**src/design/wrc_pkg.sv**
```systemverilog
package wrc_pkg;

    localparam logic KIND_PAYLOAD = 1'b0;
    localparam logic KIND_ERROR   = 1'b1;

    localparam logic [1:0] ERR_NONE    = 2'd0;
    localparam logic [1:0] ERR_RIFF    = 2'd1;
    localparam logic [1:0] ERR_WAVE    = 2'd2;
    localparam logic [1:0] ERR_NO_DATA = 2'd3;

    localparam logic [31:0] TAG_RIFF = 32'h5249_4646;
    localparam logic [31:0] TAG_WAVE = 32'h5741_5645;
    localparam logic [31:0] TAG_DATA = 32'h6461_7461;

    localparam int OUT_DATA_W = 16;

    // compact queue entry: value holds the payload byte, or the error code in its low bits
    typedef struct packed {
        logic       kind;
        logic [7:0] value;
        logic       last;
    } t_entry;

endpackage

```
**src/design/wrc_front.sv**
```systemverilog
module wrc_front (
    input  logic              i_clk,
    input  logic              i_rst_n,
    input  logic              i_valid,
    input  logic [7:0]        i_byte,
    input  logic              i_eof,
    input  logic              i_full,
    output logic              o_ready,
    output logic              o_push,
    output wrc_pkg::t_entry   o_entry
);
    import wrc_pkg::*;

    localparam logic [2:0] PH_RIFF    = 3'd0;
    localparam logic [2:0] PH_LENGTH  = 3'd1;
    localparam logic [2:0] PH_WAVE    = 3'd2;
    localparam logic [2:0] PH_ID      = 3'd3;
    localparam logic [2:0] PH_SIZE    = 3'd4;
    localparam logic [2:0] PH_SKIP    = 3'd5;
    localparam logic [2:0] PH_PAYLOAD = 3'd6;
    localparam logic [2:0] PH_IDLE    = 3'd7;

    logic [2:0]  r_phase, n_phase;
    logic [1:0]  r_idx, n_idx;
    logic [31:0] r_shift, n_shift;
    logic [31:0] r_rem, n_rem;
    logic        r_is_data, n_is_data;

    logic        w_accept;
    logic        w_done;
    logic [31:0] w_shift_be;
    logic [31:0] w_shift_le;
    logic [31:0] w_tag;

    assign o_ready    = !i_full;
    assign w_accept   = i_valid && !i_full;
    assign w_done     = (r_idx == 2'd3);
    assign w_shift_be = {r_shift[23:0], i_byte};
    assign w_shift_le = r_shift | ({24'd0, i_byte} << {r_idx, 3'b000});
    assign w_tag      = (r_phase == PH_RIFF) ? TAG_RIFF : TAG_WAVE;

    always_comb begin
        n_phase   = r_phase;
        n_idx     = r_idx;
        n_shift   = r_shift;
        n_rem     = r_rem;
        n_is_data = r_is_data;
        o_push    = 1'b0;
        o_entry   = '0;
        case (r_phase)
            PH_RIFF, PH_WAVE: begin
                n_shift = w_shift_be;
                n_idx   = r_idx + 2'd1;
                if (w_done) begin
                    n_shift = '0;
                    if (w_shift_be != w_tag) begin
                        o_push        = 1'b1;
                        o_entry.kind  = KIND_ERROR;
                        o_entry.value = {6'd0, (r_phase == PH_RIFF) ? ERR_RIFF : ERR_WAVE};
                        n_phase       = PH_IDLE;
                    end else begin
                        n_phase = (r_phase == PH_RIFF) ? PH_LENGTH : PH_ID;
                    end
                end
            end
            PH_LENGTH: begin
                n_idx = r_idx + 2'd1;
                if (w_done) begin
                    n_phase = PH_WAVE;
                end
            end
            PH_ID: begin
                n_shift = w_shift_be;
                n_idx   = r_idx + 2'd1;
                if (w_done) begin
                    n_is_data = (w_shift_be == TAG_DATA);
                    n_shift   = '0;
                    n_phase   = PH_SIZE;
                end
            end
            PH_SIZE: begin
                n_shift = w_shift_le;
                n_idx   = r_idx + 2'd1;
                if (w_done) begin
                    n_rem   = w_shift_le;
                    n_shift = '0;
                    if (r_is_data) begin
                        n_phase = (w_shift_le != '0) ? PH_PAYLOAD : PH_IDLE;
                    end else begin
                        n_phase = (w_shift_le != '0) ? PH_SKIP : PH_ID;
                    end
                end
            end
            PH_SKIP: begin
                n_rem = r_rem - 32'd1;
                if (r_rem == 32'd1) begin
                    n_phase = PH_ID;
                end
            end
            PH_PAYLOAD: begin
                n_rem         = r_rem - 32'd1;
                o_push        = 1'b1;
                o_entry.kind  = KIND_PAYLOAD;
                o_entry.value = i_byte;
                o_entry.last  = (r_rem == 32'd1) || i_eof;
                if (r_rem == 32'd1) begin
                    n_phase = PH_IDLE;
                end
            end
            default: begin
            end
        endcase

        // end of file: report a missing payload, then return to the start
        if (i_eof) begin
            if (!o_push && (r_phase < PH_PAYLOAD)) begin
                o_push        = 1'b1;
                o_entry.kind  = KIND_ERROR;
                o_entry.value = {6'd0, ERR_NO_DATA};
                o_entry.last  = 1'b0;
            end
            n_phase   = PH_RIFF;
            n_idx     = '0;
            n_shift   = '0;
            n_rem     = '0;
            n_is_data = 1'b0;
        end

        if (!w_accept) begin
            o_push = 1'b0;
        end
    end

    always_ff @(posedge i_clk) begin
        if (!i_rst_n) begin
            r_phase   <= PH_RIFF;
            r_idx     <= '0;
            r_shift   <= '0;
            r_rem     <= '0;
            r_is_data <= 1'b0;
        end else if (w_accept) begin
            r_phase   <= n_phase;
            r_idx     <= n_idx;
            r_shift   <= n_shift;
            r_rem     <= n_rem;
            r_is_data <= n_is_data;
        end
    end

    a_last_ends_payload: assert property (@(posedge i_clk) disable iff (!i_rst_n)
        (o_push && o_entry.kind == KIND_PAYLOAD && o_entry.last && !i_eof)
            |=> (r_phase == PH_IDLE))
        else $error("payload end did not move the parser to idle");

endmodule

```
**src/design/wrc_queue.sv**
```systemverilog
module wrc_queue #(
    parameter int DEPTH = 4
) (
    input  logic              i_clk,
    input  logic              i_rst_n,
    input  logic              i_push,
    input  wrc_pkg::t_entry   i_entry,
    input  logic              i_pop,
    output wrc_pkg::t_entry   o_entry,
    output logic              o_full,
    output logic              o_empty
);
    import wrc_pkg::*;

    localparam int PTR_W = (DEPTH > 1) ? $clog2(DEPTH) : 1;
    localparam int CNT_W = $clog2(DEPTH + 1);
    localparam logic [PTR_W-1:0] LAST_PTR = PTR_W'(DEPTH - 1);
    localparam logic [CNT_W-1:0] FULL_CNT = CNT_W'(DEPTH);

    t_entry           r_mem [DEPTH];
    logic [PTR_W-1:0] r_wr_ptr, r_rd_ptr;
    logic [CNT_W-1:0] r_count;

    assign o_full  = (r_count == FULL_CNT);
    assign o_empty = (r_count == '0);
    assign o_entry = r_mem[r_rd_ptr];

    always_ff @(posedge i_clk) begin
        if (i_push) begin
            r_mem[r_wr_ptr] <= i_entry;
        end
    end

    always_ff @(posedge i_clk) begin
        if (!i_rst_n) begin
            r_wr_ptr <= '0;
            r_rd_ptr <= '0;
            r_count  <= '0;
        end else begin
            if (i_push) begin
                r_wr_ptr <= (r_wr_ptr == LAST_PTR) ? '0 : r_wr_ptr + PTR_W'(1);
            end
            if (i_pop) begin
                r_rd_ptr <= (r_rd_ptr == LAST_PTR) ? '0 : r_rd_ptr + PTR_W'(1);
            end
            case ({i_push, i_pop})
                2'b10:   r_count <= r_count + CNT_W'(1);
                2'b01:   r_count <= r_count - CNT_W'(1);
                default: r_count <= r_count;
            endcase
        end
    end

    a_no_overflow: assert property (@(posedge i_clk) disable iff (!i_rst_n)
        i_push |-> !o_full)
        else $error("word pushed into a full queue");

    a_no_underflow: assert property (@(posedge i_clk) disable iff (!i_rst_n)
        i_pop |-> !o_empty)
        else $error("word popped from an empty queue");

    a_count_track: assert property (@(posedge i_clk) disable iff (!i_rst_n)
        (i_push && !i_pop) |=> (r_count == $past(r_count) + CNT_W'(1)))
        else $error("queue fill count lost a pushed word");

endmodule

```
**src/design/wrc_back.sv**
```systemverilog
module wrc_back (
    input  logic                           i_clk,
    input  logic                           i_rst_n,
    input  logic                           i_empty,
    input  wrc_pkg::t_entry                i_entry,
    output logic                           o_pop,
    output logic                           o_m_tvalid,
    input  logic                           i_m_tready,
    output logic [wrc_pkg::OUT_DATA_W-1:0] o_m_tdata,
    output logic                           o_m_tlast,
    output logic                           o_m_tuser
);
    import wrc_pkg::*;

    logic                  r_valid;
    logic [OUT_DATA_W-1:0] r_data;
    logic                  r_last;
    logic                  r_kind;
    logic                  w_load;
    logic [OUT_DATA_W-1:0] w_data;

    assign w_load = !r_valid || i_m_tready;
    assign o_pop  = w_load && !i_empty;

    // expand: error words carry the code above a zero byte
    assign w_data = (i_entry.kind == KIND_ERROR)
                  ? {6'd0, i_entry.value[1:0], 8'd0}
                  : {6'd0, ERR_NONE, i_entry.value};

    always_ff @(posedge i_clk) begin
        if (!i_rst_n) begin
            r_valid <= 1'b0;
        end else if (w_load) begin
            r_valid <= !i_empty;
        end
    end

    always_ff @(posedge i_clk) begin
        if (o_pop) begin
            r_data <= w_data;
            r_last <= i_entry.last && (i_entry.kind == KIND_PAYLOAD);
            r_kind <= i_entry.kind;
        end
    end

    assign o_m_tvalid = r_valid;
    assign o_m_tdata  = r_data;
    assign o_m_tlast  = r_last;
    assign o_m_tuser  = r_kind;

endmodule

```
**src/design/wav_riff_chunk_extractor_core.sv**
```systemverilog
// Channel  Dir  tdata                                   tlast         tuser
// s        in   [7:0] file_byte                         end_of_file   -
// m        out  [7:0] payload_byte, [9:8] error_code    last_payload  result_kind
//
// One file byte is taken per clock while o_s_tready is high; each byte yields zero or one result word.
// The parser takes a byte every cycle while the result queue has room; a result
// is written to the queue at the edge that accepts its byte and is loaded into
// the output register at the next edge at the earliest.
// Reset (i_rst_n low at a clock edge) returns the parser to the RIFF tag and
// empties the queue and the output register.
// A stalled output fills the queue of QUEUE_DEPTH words, then o_s_tready drops.
module wav_riff_chunk_extractor_core #(
    parameter int QUEUE_DEPTH = 4
) (
    input  logic        i_clk,
    input  logic        i_rst_n,
    input  logic        i_s_tvalid,
    output logic        o_s_tready,
    input  logic [7:0]  i_s_tdata,   // [7:0] file_byte
    input  logic        i_s_tlast,
    output logic        o_m_tvalid,
    input  logic        i_m_tready,
    output logic [15:0] o_m_tdata,   // [7:0] payload_byte, [9:8] error_code
    output logic        o_m_tlast,
    output logic        o_m_tuser    // [0] result_kind
);
    import wrc_pkg::*;

    logic   w_push;
    logic   w_pop;
    logic   w_full;
    logic   w_empty;
    t_entry w_push_entry;
    t_entry w_head_entry;

    wrc_front u_front (
        .i_clk   (i_clk),
        .i_rst_n (i_rst_n),
        .i_valid (i_s_tvalid),
        .i_byte  (i_s_tdata),
        .i_eof   (i_s_tlast),
        .i_full  (w_full),
        .o_ready (o_s_tready),
        .o_push  (w_push),
        .o_entry (w_push_entry)
    );

    wrc_queue #(
        .DEPTH (QUEUE_DEPTH)
    ) u_queue (
        .i_clk   (i_clk),
        .i_rst_n (i_rst_n),
        .i_push  (w_push),
        .i_entry (w_push_entry),
        .i_pop   (w_pop),
        .o_entry (w_head_entry),
        .o_full  (w_full),
        .o_empty (w_empty)
    );

    wrc_back u_back (
        .i_clk      (i_clk),
        .i_rst_n    (i_rst_n),
        .i_empty    (w_empty),
        .i_entry    (w_head_entry),
        .o_pop      (w_pop),
        .o_m_tvalid (o_m_tvalid),
        .i_m_tready (i_m_tready),
        .o_m_tdata  (o_m_tdata),
        .o_m_tlast  (o_m_tlast),
        .o_m_tuser  (o_m_tuser)
    );

endmodule

```
**config.mk**
```make
export PLATFORM = sky130hd
export DESIGN_NAME = wav_riff_chunk_extractor_core
export DESIGN_NICKNAME = d
export VERILOG_FILES = /design/src/design/wrc_pkg.sv /design/src/design/wrc_front.sv /design/src/design/wrc_queue.sv /design/src/design/wrc_back.sv /design/src/design/wav_riff_chunk_extractor_core.sv
export SDC_FILE = /design/constraint.sdc
export NUM_CORES = 1
export LEC_CHECK = 0
export BUFFER_PORTS_ARGS = -buffer_cell sky130_fd_sc_hd__buf_2
export CAP_MARGIN = 40
export CORE_MARGIN = 5
export CORE_UTILIZATION = 60
export DETAILED_ROUTE_END_ITERATION = 16
export GPL_ROUTABILITY_DRIVEN = 0
export PLACE_DENSITY = 0.78
export SLEW_MARGIN = 10
export SYNTH_ARGS = -nofsm -noshare
export SYNTH_HDL_FRONTEND = slang
export SYNTH_SLANG_ARGS = --single-unit
```
**constraint.sdc**
```tcl
create_clock -name i_clk -period 9.3 [get_ports i_clk]
set_input_delay 0.465 -clock i_clk [delete_from_list [all_inputs] [get_ports i_clk]]
set_output_delay 0.465 -clock i_clk [all_outputs]
set_load 0.02 [all_outputs]
```
==> metrics.txt, run 1 <==
Clock Sinks 132; layout cell share with drive strength beyond 1 0.109; final setup fails 0; Post CTS Setup Buffer Count 0; Rows 38; CP max stage cell a2111oi_2; asr flop ratio synth 0; Ports 33; Fin Clk Skew 0.00833 ns; largest net degree at the start of global routing 58; Worst setup EP type flop; TNS Setup 0 ns; PnR Total Power 1.88 mW; Layout Nets 769; Starting Density 0.618; Ys Warns 0; total number of vias 6026; P_sw 0.553 mW; die span in y 116 um; CTS Buffer Depth 2; first-pass GRT wire length 29500 um; fin crit period 3.80 ns; cell mode on critical path or3_1; FMAX 0.263 GHz; Seq cells post-synth 132; CP max stage delay 0.63 ns; HP Class input pin to flop; Avg Vias per Cell 6.70; Yosys top cell by area dfxtp_1; commonest register cell after synthesis dfxtp_1; vias in the first global route 5667; register area share after synthesis 0.468; Slew Limit Fails 0; Cell Area, Synth 6760 um^2; Logic pwr share 0.202; Leak 2.74 nW; synth top area cells dfxtp_1, edfxtp_1, nor2_1, a21oi_1, mux4_2; startpoint types flop; DRT Pass-1 Iters 5; Reg power frac 0.383; count leader, synth nor2_1; Post-synth top cells nor2_1, a21oi_1, dfxtp_1; CP required 9.64 ns; die area 13500 um^2; Max Cap Viol 0; crit share post-route 0.409; clock tree from TritonCTS yes; Clock transition at path regs 0.06 ns; Syn Inst Count 748; Root Driver clkbuf_16; # diodes 0; final-report hold violation count 0; CTS Buf Count 17; unrepaired setup endpoints after global routing false; Area growth syn-to-layout 12.7%; power density cells 247 nW/um^2; htree depth 4; remaining antenna violation count 0; IO Port Bufs 26; Core ar. 10900 um^2; Power Internal 1.33 mW; critical path peak fanout 18; area share of the largest cell type after synthesis 0.237; WS Path Type flop to flop; Sw Ratio 0.294; post-DR wirelength/cell 20.5 um; insertion delay to the later sink of the worst-skew pair 0.42 ns; Post-synth EDFFs 52; CTS Hold Buffers Added 0; post-CTS resize count 0; outcome complete, no violations; critical path arrival 4.14 ns; Netlist cell types 62; Slew headroom 0.398; initial antenna violation count 0; Worst Max-Slew Pin Slew 0.896 ns; placed wire-length estimate 12200 um; wirelength, routed 18400 um; CP Cell Sequence or3_1, or3_1, a2111oi_2, o21ai_1, inv_2, ha_1, inv_1, fa_1, xor2_1, or3_1, a21oi_1; worst vdd ir 0.225 mV; DR iter-0 viols 832; Synth Area per Inst 9.04 um^2; Die X-Extent 116 um; DRC Markers 0; GRT Residual Overflow 0; Overall Global Routing Usage 0.281; Clock power frac 0.415
[registers in the layout (all words and copies together), names as in the netlist, named ones only]
| name | count |
|---|---|
| u_front.r_shift | 32 |
| u_back.o_m_tdata | 10 |
| u_front.r_is_data | 1 |
| u_front.r_idx | 2 |
| u_queue.r_wr_ptr | 2 |
| u_front.r_phase | 3 |
| u_back.o_m_tvalid | 1 |
| u_back.o_m_tuser | 1 |
| u_front.r_rem | 32 |
| u_queue.r_rd_ptr | 2 |
| u_queue.r_mem | 40 |
| u_back.o_m_tlast | 1 |
| u_queue.r_count | 3 |
[worst max-delay path, delay by kind of cell (launching register included)]
kind,cells,cell delay [ns]
flip-flops,1,0.48
adder cells (fa/ha/maj),2,0.62
AND/OR/NAND/NOR,3,1.15
buffers and inverters,2,0.19
XOR/XNOR,1,0.17
AO/OA/AOI/OAI,3,1.13
[power by group through the flow]
stage	combinational, mW	sequential, mW	clock (mW)
CTS	0.376	0.721	0.784
finish	0.380	0.719	0.780
global route	0.413	0.728	0.812
global placement	0.357	0.727	0
detailed placement	0.373	0.733	0
floorplan	0.251	0.745	0
[metrics by stage]
stage               cell area [um^2]  utilization  std cells  hold WS (ns)  setup slack (ns)
floorplan                       6780            -        753         0.448              5.84
detailed placement              6910        0.632        866         0.462              5.47
CTS                             7600        0.695        898         0.305              5.56
global placement                6870        0.629        864         0.463              5.55
finish                          7620        0.696        899         0.308              5.50
global route                    7620        0.696        899         0.326              5.26
[cell families after synthesis]
group | after synthesis | synth area share
simple gates | 281 | 0.207
compound gates | 227 | 0.208
flops | 132 | 0.468
buf+inv | 75 | 0.0452
mux | 17 | 0.0455
fa+ha+maj | 10 | 0.0196
xor+xnor | 5 | 0.00648
other cells | 1 | 0.000555
[layer usage]
metal  wire length (um)  track usage
met1               7230        0.349
met4                926        0.146
met3               1370       0.0503
met2               8870        0.472
met5                  0            0
[layout by cell type, fill, tap and decap left out, drive strengths merged, types with 9 or more instances in the layout]
cell type / Yosys / routed
a211oi: 28 / 28
a21oi: 88 / 88
a22oi: 10 / 10
and2: 17 / 17
buf: 13 / 33
clkbuf: 46 / 17
dfxtp: 80 / 80
edfxtp: 52 / 52
ha: 9 / 9
inv: 16 / 21
mux4: 11 / 11
nand2: 32 / 32
nand3: 12 / 12
nor2: 120 / 120
nor2b: 11 / 11
nor3: 27 / 27
nor4: 15 / 15
o21ai: 52 / 52
or4: 10 / 10
[cell type report]
type / instances / area (um^2)
Fill cell: 824 / 3320
Timing Repair Buffer: 33 / 210
Multi-Input combinational cell: 546 / 3320
Clock buffer: 17 / 425
Sequential cell: 132 / 3160
Tap cell: 140 / 175
Inverter: 16 / 60.1
Clock inverter: 15 / 267
[final timing paths]
check / slack [ns] / to / cells past startpoint / startpoint
setup / recovery: 5.50 / u_queue.r_count[2]$_SDFFE_PN0P_ / 11 / u_front.r_phase[2]$_SDFFE_PN0P_
hold / removal: 0.31 / u_back.o_m_tvalid$_SDFFE_PN0P_ / 4 / i_m_tready
setup reg to reg: 5.50 / u_queue.r_count[2]$_SDFFE_PN0P_ / 11 / u_front.r_phase[2]$_SDFFE_PN0P_
hold reg to reg: 0.47 / u_back.o_m_tvalid$_SDFFE_PN0P_ / 2 / u_back.o_m_tvalid$_SDFFE_PN0P_
(Power assumes the default switching activity.)
==> run 2: changes to the inputs <==
- clock period: 9.3 -> 3.75 ns (I/O delays scaled with it)
==> run 2 against run 1 <==
  * Fmax rose by 9.3%
  * Global-route usage fell by 0.11 points
  * Clock skew is 0.0015 ns higher
  * Combinational power is 150% higher
  * Critical endpoint unchanged
==> metrics.txt, run 2 (synthesis gave the netlist of run 1 again) <==
Slew headroom 0.387; Worst Hold End u_back.o_m_tvalid$_SDFFE_PN0P_; Leak 2.70 nW; Clock Sinks 132; TNS Setup 0 ns; Die X-Extent 116 um; critical path arrival 3.81 ns; final setup fails 0; critical path peak fanout 7; Worst Max-Slew Pin Slew 0.913 ns; most frequent cells in the layout nor2_1, a21oi_1, dfxtp_1; DRC Markers 0; DR iter-0 viols 636; vias in the first global route 5763; placed wire-length estimate 12400 um; CTS Hold Buffers Added 0; largest registers u_queue.r_mem x40, u_front.r_rem x32, u_front.r_shift x32; power density cells 585 nW/um^2; Layout Nets 774; CTS Buf Count 17; layout cell share with drive strength beyond 1 0.111; Fin Clk Skew 0.00985 ns; htree depth 4; Core ar. 10900 um^2; startpoint types flop; Overall Global Routing Usage 0.280; Root Driver clkbuf_16; post-CTS resize count 0; Post CTS Setup Buffer Count 0; Placement Setup Slack 0.249 ns; insertion delay to the later sink of the worst-skew pair 0.42 ns; HP Class input pin to flop; reg2reg start u_front.r_shift[4]$_SDFFE_PN0P_; R2R depth 12; FMAX 0.288 GHz; Rows 38; Slew Limit Fails 0; Max Cap Viol 0; post-DR wirelength/cell 20.2 um; fin worst setup slack 0.273 ns; CTS Buffer Depth 2; fin crit period 3.48 ns; Avg Vias per Cell 6.71; total number of vias 6069; cell depth of the worst min-delay path 4; CP required 4.09 ns; Ports 33; DRT Pass-1 Iters 6; R2R Path End u_queue.r_count[2]$_SDFFE_PN0P_; initial antenna violation count 0; Biggest register u_queue.r_mem; die span in y 116 um; crit share post-route 0.927; WS Path Type flop to flop; outcome complete, no violations; max reg flops 40; remaining antenna violation count 0; final hold slack 0.0387 ns; Clock transition at path regs 0.06 ns; hold_sp i_m_tready; first-pass GRT wire length 29400 um; unrepaired setup endpoints after global routing false; # diodes 0; GRT Residual Overflow 0; die area 13500 um^2; worst vdd ir 0.401 mV; Area growth syn-to-layout 11.4%; Starting Density 0.618; wirelength, routed 18300 um; Worst setup EP type flop; leading cell type in the layout, fill and taps excluded nor2_1; R2R Setup Slk 0.27 ns; PnR Total Power 4.40 mW; final-report hold violation count 0; largest net degree at the start of global routing 58; clock tree from TritonCTS yes; final core occ 0.688; IO Port Bufs 26
[run 2: cell count changes in the layout (fill, tap and decap cells not counted), moves of 2 or more]
cell        change
clkinv_2        +2
clkinv_1        +3
bufinv_16       -3
inv_8           -3
clkinv_4        -2
clkinvlp_4      +2
buf_4           +7
[run 2: worst max-delay path, cell delays in order (launching register included)]
cell,delay [ns]
dfxtp_1,0.36
or4_1,0.53
or3_1,0.33
a2111oi_2,0.43
buf_4,0.21
o21ai_2,0.12
inv_2,0.08
ha_1,0.18
inv_1,0.07
fa_1,0.43
xor2_1,0.16
or3_1,0.31
a21oi_1,0.16
[run 2: layer usage]
metal  routed length, um  GRT usage
met5                   0          0
met4                 780      0.145
met3                1530     0.0534
met2                8840      0.468
met1                7140      0.347
[run 2: worst max-delay path by stage]
| stage | start | end | slack (ns) | depth (start not counted) |
|---|---|---|---|---|
| after floorplan | u_front.r_shift[4]$_SDFFE_PN0P_ | u_queue.r_count[2]$_SDFFE_PN0P_ | 0.48 | 11 |
| after global placement | u_front.r_shift[4]$_SDFFE_PN0P_ | u_queue.r_count[2]$_SDFFE_PN0P_ | 0.38 | 12 |
| after detailed placement | u_front.r_shift[4]$_SDFFE_PN0P_ | u_queue.r_count[2]$_SDFFE_PN0P_ | 0.25 | 12 |
| after CTS | u_front.r_shift[4]$_SDFFE_PN0P_ | u_queue.r_count[2]$_SDFFE_PN0P_ | 0.22 | 12 |
| after global routing | u_front.r_shift[4]$_SDFFE_PN0P_ | u_queue.r_count[2]$_SDFFE_PN0P_ | 0.06 | 12 |
| final | u_front.r_shift[4]$_SDFFE_PN0P_ | u_queue.r_count[2]$_SDFFE_PN0P_ | 0.27 | 12 |
[run 2: metrics by stage]
step	instances	instance area [um^2]
finish	904	7530
global route	904	7530
CTS	904	7520
detailed placement	872	6930
global placement	872	6930
floorplan	753	6780
[run 2: where the power goes]
part           switching, mW  internal [mW]
registers              0.111           1.67
logic                  0.595          0.353
clock network          0.633           1.04
total                   1.34           3.06
[run 2: cell type report]
| cell class | instances | area, um^2 |
|---|---|---|
| sequential | 132 | 3160 |
| fill | 853 | 3410 |
| multi-input combinational | 546 | 3320 |
| timing repair buffer | 38 | 220 |
| tap | 140 | 175 |
| clock inverter | 14 | 161 |
| clock buffer | 18 | 429 |
| inverter | 16 | 60.1 |
==> run 3: changes to the inputs <==
- CELL_PAD_IN_SITES_DETAIL_PLACEMENT: not set -> 2
- CELL_PAD_IN_SITES_GLOBAL_PLACEMENT: not set -> 2
- CORE_UTILIZATION: 60 -> 39
- PLACE_DENSITY: 0.78 -> not set
- PLACE_DENSITY_LB_ADDON: not set -> 0.1
- SETUP_SLACK_MARGIN: not set -> 0.3
==> run 3 against run 2 <==
  * Clock skew about the same
  * Count of clock-buffer cells in the layout unchanged
  * Critical path depth is the same
  * Utilization is 23 points lower
  * Global-route usage fell by 1.6 points
  * Combinational power is 11% higher
  * Cell area increased by 3.9%
  * Sequential cell count unchanged
  * Critical path type unchanged
  * First-iteration DRC count shrank 50%
  * Via count up 2.7%
  * Sequential share of layout area shrank 1.5 points
  * Non-clock buffer count is 7 higher
==> metrics.txt, run 3 (synthesis gave the netlist of run 1 again) <==
outcome complete, no violations; Die X-Extent 142 um; wirelength, routed 26300 um; final core occ 0.455; Logic pwr share 0.218; hold_sp i_m_tready; total number of vias 6232; Clock transition at path regs 0.06 ns; DR iter-0 viols 317; GRT Residual Overflow 0; Filler cells 1889; Leak 2.78 nW; fin crit period 3.36 ns; leading cell type in the layout, fill and taps excluded nor2_1; Fin Clk Skew 0.0103 ns; Reg power frac 0.372; max reg flops 40; Sw Ratio 0.307; DRC Markers 0; critical path peak fanout 7; DRT Pass-1 Iters 5; final-report hold violation count 0; FMAX 0.297 GHz; Avg Vias per Cell 6.26; Biggest register u_queue.r_mem; cell depth of the worst min-delay path 4; worst vdd ir 0.363 mV; Clock Sinks 132; initial antenna violation count 0; CTS Hold Buffers Added 0; unrepaired setup endpoints after global routing false; die span in y 142 um; PnR Total Power 4.83 mW; critical path arrival 3.71 ns; Clock power frac 0.410; clock tree from TritonCTS yes; crit share post-route 0.897; reg2reg start u_front.r_shift[16]$_SDFFE_PN0P_; # diodes 0; Area growth syn-to-layout 15.7%; Layout Nets 781; Worst setup EP type flop; Placement Setup Slack 0.156 ns; startpoint types flop; die area 20100 um^2; Worst Hold End u_back.o_m_tvalid$_SDFFE_PN0P_; final setup fails 0; Root Driver clkbuf_16; final non-filler cell total 996; Core ar. 17200 um^2; R2R Path End u_queue.r_count[2]$_SDFFE_PN0P_; WS Path Type flop to flop; insertion delay to the later sink of the worst-skew pair 0.43 ns; first-pass GRT wire length 40800 um; vias in the first global route 6853; Overall Global Routing Usage 0.265; CTS Buf Count 17; layout cell share with drive strength beyond 1 0.126; HP Class input pin to flop; multi-input logic area 3350 um^2; fin worst setup slack 0.387 ns; Register Area 3160 um^2; Max Cap Viol 0; CTS Buffer Depth 2; TNS Setup 0 ns; dpl cells 963; most frequent cells in the layout nor2_1, a21oi_1, dfxtp_1; R2R Setup Slk 0.39 ns; Starting Density 0.394; IO Port Bufs 26; Rows 48; Ports 33; Power Internal 3.35 mW; R2R depth 12; largest registers u_queue.r_mem x40, u_front.r_rem x32, u_front.r_shift x32; post-DR wirelength/cell 26.4 um; CP required 4.10 ns; power density cells 618 nW/um^2; Slew Limit Fails 0; Worst Max-Slew Pin Slew 0.897 ns; remaining antenna violation count 0; Slew headroom 0.401; largest net degree at the start of global routing 50; htree depth 4; P_sw 1.48 mW; placed wire-length estimate 17700 um
[run 3: layout make-up]
class                   count  share of cell area
multi-input cells         546               0.428
flip-flops and latches    132               0.405
well taps                 225              0.0360
inverters                  16             0.00768
repair buffers             45              0.0358
clock inverters            14              0.0326
clock buffers              18              0.0549
[run 3: power groups by stage]
stage | clock network [mW] | logic [mW] | registers [mW]
after detailed placement | 0 | 1.02 | 1.82
final | 1.98 | 1.05 | 1.80
after CTS | 2.02 | 1.06 | 1.80
after global routing | 2.07 | 1.12 | 1.81
after global placement | 0 | 0.953 | 1.81
after floorplan | 0 | 0.623 | 1.85
[run 3: worst max-delay path, stage by stage (launching register included)]
cell,delay [ns]
dfxtp_2,0.35
or4_1,0.51
or3_4,0.36
a2111oi_4,0.32
buf_4,0.20
o21ai_4,0.10
inv_2,0.08
ha_1,0.18
inv_1,0.08
fa_1,0.43
xor2_1,0.16
or3_1,0.33
a21oi_2,0.17
[run 3: timing repair]
action / 4_1_cts / 5_1_grt
gates cloned: 0 / 0
setup buffers: 1 / 0
gates resized for setup: 5 / 1
pin swaps: 0 / 1
endpoints found under the setup margin: 1 / 1
[run 3: routing by layer]
metal	global-route usage	wire length, um	up-vias
met2	0.478	13700	122
met5	0	0	-
li1	-	-	2784
met3	0.0381	658	51
met1	0.307	10800	3275
met4	0.127	1120	0
[run 3: worst max-delay path by stage]
stage | from | end | slack (ns) | cells after the start
2_1_floorplan | u_front.r_shift[4]$_SDFFE_PN0P_ | u_queue.r_count[2]$_SDFFE_PN0P_ | 0.48 | 11
3_3_place_gp | u_front.r_shift[16]$_SDFFE_PN0P_ | u_queue.r_count[2]$_SDFFE_PN0P_ | 0.31 | 12
3_5_place_dp | u_front.r_shift[16]$_SDFFE_PN0P_ | u_queue.r_count[2]$_SDFFE_PN0P_ | 0.16 | 12
4_1_cts | u_front.r_shift[16]$_SDFFE_PN0P_ | u_queue.r_count[2]$_SDFFE_PN0P_ | 0.32 | 12
5_1_grt | u_front.r_shift[16]$_SDFFE_PN0P_ | u_queue.r_count[2]$_SDFFE_PN0P_ | 0.30 | 12
6_report | u_front.r_shift[16]$_SDFFE_PN0P_ | u_queue.r_count[2]$_SDFFE_PN0P_ | 0.39 | 12
[run 3: per-stage QoR]
stage	instance area, um^2	hold slack, ns
2_1_floorplan	6780	0.358
3_3_place_gp	7070	0.454
3_5_place_dp	7090	0.481
4_1_cts	7810	0.0419
5_1_grt	7820	0.0764
6_report	7820	0.0521
